==> src/ordered_set_successor_unit_macros.svh <==
// ----------------------------------------------------------------------------
// ordered set successor unit assertion macros
// shared concurrent assertion forms, clocked on clk, disabled in reset
// ----------------------------------------------------------------------------
`ifndef ORDERED_SET_SUCCESSOR_UNIT_MACROS_SVH
`define ORDERED_SET_SUCCESSOR_UNIT_MACROS_SVH

// same-cycle implication
`define OSS_ASSERT_IMP(name, ante, cons, msg) \
    name: assert property (@(posedge clk) disable iff (!rst_n) (ante) |-> (cons)) \
        else $error(msg);

// next-cycle implication
`define OSS_ASSERT_NEXT(name, ante, cons, msg) \
    name: assert property (@(posedge clk) disable iff (!rst_n) (ante) |=> (cons)) \
        else $error(msg);

`endif

==> src/oss_pkg.sv <==
// ----------------------------------------------------------------------------
// oss_pkg
// shared constants, codes and types of the ordered set successor unit
// ----------------------------------------------------------------------------
package oss_pkg;

    localparam int CAPACITY_DEF  = 64;
    localparam int KEY_WIDTH_DEF = 32;
    localparam int KEY_FIELD_W   = 32;
    localparam int STATUS_W      = 2;

    typedef enum logic [STATUS_W-1:0] {
        ST_INSERTED  = 2'd0,
        ST_DUPLICATE = 2'd1,
        ST_FULL      = 2'd2,
        ST_ANSWERED  = 2'd3
    } status_t;

    typedef enum logic {
        CMD_INSERT = 1'b0,
        CMD_QUERY  = 1'b1
    } command_t;

    typedef enum logic [2:0] {
        FSM_IDLE = 3'b001,
        FSM_CMP  = 3'b010,
        FSM_RES  = 3'b100
    } fsm_t;

    typedef struct packed {
        logic cmp_en;
        logic shift_en;
    } cell_ctrl_t;

endpackage

==> src/oss_cell.sv <==
// ----------------------------------------------------------------------------
// oss_cell
// one slot of the sorted key chain: holds a key, compares it against the
// broadcast key and shifts right or captures the new key on insert
// ----------------------------------------------------------------------------
module oss_cell #(
    parameter int KEY_WIDTH = oss_pkg::KEY_WIDTH_DEF
) (
    input  logic                   clk,
    input  logic                   rst_n,
    input  oss_pkg::cell_ctrl_t    ctrl,
    input  logic [KEY_WIDTH-1:0]   key_in,
    input  logic [KEY_WIDTH-1:0]   left_key,
    input  logic                   left_valid,
    input  logic                   left_ge,
    output logic [KEY_WIDTH-1:0]   key_out,
    output logic                   valid_out,
    output logic                   ge_out,
    output logic                   eq_out
);
    import oss_pkg::*;

    logic [KEY_WIDTH-1:0] key_reg;
    logic [KEY_WIDTH-1:0] key_next;
    logic                 valid_reg;
    logic                 valid_next;
    logic                 ge_reg;
    logic                 eq_reg;
    logic                 ge_now;
    logic                 eq_now;

    // empty slots sort above every key
    assign ge_now = !valid_reg || (key_reg >= key_in);
    assign eq_now = valid_reg && (key_reg == key_in);

    always_comb
    begin
        key_next   = key_reg;
        valid_next = valid_reg;
        if (ctrl.shift_en)
        begin
            if (left_ge)
            begin
                key_next   = left_key;
                valid_next = left_valid;
            end
            else if (ge_reg)
            begin
                key_next   = key_in;
                valid_next = 1'b1;
            end
        end
    end

    always_ff @(posedge clk or negedge rst_n)
    begin
        if (!rst_n)
        begin
            valid_reg <= 1'b0;
            ge_reg    <= 1'b0;
            eq_reg    <= 1'b0;
        end
        else
        begin
            valid_reg <= valid_next;
            if (ctrl.cmp_en)
            begin
                ge_reg <= ge_now;
                eq_reg <= eq_now;
            end
        end
    end

    always_ff @(posedge clk)
    begin
        key_reg <= key_next;
    end

    assign key_out   = key_reg;
    assign valid_out = valid_reg;
    assign ge_out    = ge_reg;
    assign eq_out    = eq_reg;

endmodule

==> config.mk <==
export PLATFORM = sky130hd
export DESIGN_NAME = oss_cell
export DESIGN_NICKNAME = d
export VERILOG_FILES = /design/src/ordered_set_successor_unit_macros.svh /design/src/oss_pkg.sv /design/src/oss_cell.sv
export SDC_FILE = /design/constraint.sdc
export NUM_CORES = 1
export LEC_CHECK = 0
export ABC_CLOCK_PERIOD_IN_PS = 5400
export CAP_MARGIN = 15
export CORE_UTILIZATION = 66
export CTS_CLUSTER_SIZE = 20
export DETAILED_ROUTE_END_ITERATION = 8
export DONT_BUFFER_PORTS = 1
export PLACE_DENSITY = 0.86
export SYNTH_ARGS = -nofsm -noshare
export SYNTH_HDL_FRONTEND = slang
export SYNTH_SLANG_ARGS = --single-unit
==> constraint.sdc <==
create_clock -name clk -period 5.4 [get_ports clk]
set_clock_uncertainty 0.05 [all_clocks]
set_input_delay 1.08 -clock clk [delete_from_list [all_inputs] [get_ports clk]]
set_output_delay 1.08 -clock clk [all_outputs]
set_load 0.03 [all_outputs]
==> out/results.txt <==
outcome - finished, final reports clean
Routed wire per std cell - 16.7 microns
Worst-Skew Late Latency - 0.34 ns
Post-synth EDFFs - 32
WL final - 4530 microns
CP Class - primary input to register
Root Driver - clkbuf_4
mapped cell area - 0.00219 sq mm
Fmax - 445 MHz
Core Region - 0.00310 sq mm
first-pass GRT wire length - 6760 microns
MaxCap Viol Count - 0
synth top area cells - edfxtp_1 (44%), ha_1 (18%), o21ai_0 (8.0%)
placed wire-length estimate - 3580 microns
Critical Path RT - 5.60 ns
Worst-path clk slew - 0.11 ns
vias per cell - 6.04
total grt overflow - 0
Die Span X - 59.7 microns
crit-path leading delay family - compound AO/OA/AOI/OAI gates
die span in y - 59.7 microns
yosys warns - 0
CTS resizes - 0
Final #Nets - 329
Worst setup EP type - register
fin crit period - 2.25 ns
Die Area - 0.00356 sq mm
placed inst area - 0.00223 sq mm
NetSw - 207 uW
cts bufs inserted - 5
Final Hold Vio Count - 0
antenna diode count - 0
Synth Instances - 226
met2 usage - 44.6%
crit-path cells - inv_1 > ha_1 > nand4_1 > nor2_1 > a221o_1 > o31a_1 > o22a_1
worst setup margin - 3.15 ns
Net Sw Frac - 32.5%
peak supply drop - 0.000202 V
largest net degree at the start of global routing - 66
Synth Flop Type - edfxtp_1
clock tree buffer depth - 2
H-tree Lvls - 2
Leakage - 1.02 nW
Cell variety after synth - 26
share of the synthesized area in the top cell type - 43.8%
async set-or-reset flop fraction in the synthesized netlist - 8.57%
Synth Register Bits - 35
syn nets - 328
power share of the combinational group - 15.1%
detailed-route DRC error count - 0
DP Worst Slack - 2.78 ns
Pint - 430 uW
Hold/Removal Path Class - primary input to asynchronous set/reset pin
# rows - 20
busiest grt layer - met2
Setup TNS - 0 ns
Flop pwr share - 61.2%
CTS tree - done
TritonCTS Sinks - 35
Worst path slowest cell - ha_1
vias in the first global route - 1595
Area Growth Syn to Fin - 4.39%
# IOs - 105
GR Util met1 - 30.1%
final slew viol count - 0
routed via count - 1643
Max Fanout on Critical Path - 4
fin util - 73.8%
layout cells sized above 1 - 4.39%
drt first pass iters - 4
post-synthesis sequential area ratio - 47.2%
WP buf/inv - 1
PortBufs - 0
syn_area_per_cell - 9.71 sq um
Initial Util - 70.7%
post-route cell area - 0.00229 sq mm
final setup vio count - 0
Final ANT Viol Nets - 0
worst-margin pin slew - 0.673 ns
# Post-CTS Setup Buffers - 0
drt initial violations - 63
global placement routability congestion - 0.799
Critical Path Max Stage Delay - 0.34 ns
RSZ-0062 raised after global routing - no
grt met3 use - 10.6%
CP startpoint kind - primary input
cell taking the most area after synthesis - edfxtp_1
Clk network pwr share - 23.7%
initial antenna violation count - 0
hold_buf cts - 0
Power per Cell Area - 278 mW/mm^2
period utilization - 41.6%
Rel. slew slack - 55.1%
CP Data Arrival Time - 2.45 ns
GRT Total Usage - 26.2%
## synth_stat cells, types with 3 or more instances
master / count
edfxtp_1: 32
nand2_1: 40
clkbuf_1: 6
ha_1: 32
a21oi_1: 12
nand4_1: 9
o21ai_0: 35
dfrtp_1: 3
o211ai_1: 3
inv_1: 34
nand3_1: 3
## registers in the layout, indices dropped and copies added (netlist names)
| signal | flops |
|---|---|
| eq_out | 1 |
| key_out | 32 |
| valid_out | 1 |
| ge_out | 1 |
## cells in the final DEF (no fill, tap or decap)
master,count
nor4_1,2
a221oi_1,1
nor2_1,1
o31a_1,1
o211ai_1,3
mux2_2,1
o21ai_0,35
nand2_1,40
clkinv_2,1
nand4_1,9
nand3_1,3
edfxtp_1,32
clkbuf_4,5
ha_1,32
nor3_1,1
and3b_1,1
clkbuf_1,1
a2111oi_0,1
nor2b_1,1
buf_4,1
o21a_1,1
clkbuf_8,1
a21oi_2,1
o22a_1,2
a21o_1,1
a221o_1,1
dfrtp_1,3
a21oi_1,12
inv_1,34
## cells by family (layout without fill, tap and decap cells)
logic type,Yosys count,count (layout),synth area share (%)
AOI/OAI and AO/OA,59,59,15.3
adders and majority gates,32,32,18.2
buffers and inverters,41,43,7.01
DFF,35,35,47.2
muxes,1,1,0.513
and+or+nand+nor,58,58,11.7
## per-stage QoR
step                      power (mW)  hold slack (ns)  instances
after global placement         0.483            0.639        264
after global routing           0.670            0.330        272
after floorplan                0.468            0.604        226
final                          0.638            0.359        272
after CTS                      0.642            0.354        272
after detailed placement       0.492            0.648        264
## layout make-up
cell class,instances,area [sq um]
Clock inverter,1,5.00
Timing Repair Buffer,1,7.51
Tap cell,44,55.1
Clock buffer,7,55.1
Fill cell,224,812
Multi-Input combinational cell,150,1000
Sequential cell,35,1040
Inverter,34,128
## power by group through the flow
stage / Clock [mW] / Sequential (mW) / Combinational, mW
after floorplan: 0 / 0.390 / 0.0782
after global placement: 0 / 0.395 / 0.0885
after detailed placement: 0 / 0.396 / 0.0958
after CTS: 0.155 / 0.390 / 0.0967
after global routing: 0.165 / 0.393 / 0.112
final: 0.151 / 0.390 / 0.0963
## path summary, 6_finish.rpt
check | startpoint | endpoint | slack (ns) | depth (start not counted)
hold reg to reg | eq_out | eq_out | 0.66 | 2
hold / removal | rst_n | ge_out | 0.36 | 0
min in group clk | eq_out | eq_out | 0.66 | 2
max in group asynchronous | rst_n | eq_out | 4.86 | 0
setup reg to reg | key_out[14] | ge_out | 3.32 | 6
setup / recovery | key_in[14] | ge_out | 3.15 | 7
## worst register-to-register path, stage by stage, from the launching register on
cell and delay [ns]:
edfxtp_1 0.56, ha_1 0.39, nand4_1 0.16, nor2_1 0.07, a221o_1 0.31, o31a_1 0.29
o22a_1 0.15
## routing by layer
metal / part of all wire [%] / wire (microns)
met4: 0.84 / 38
met3: 10 / 459
met5: 0 / 0
met2: 48 / 2180
met1: 41 / 1860
Power figures use the tool's default switching activity.
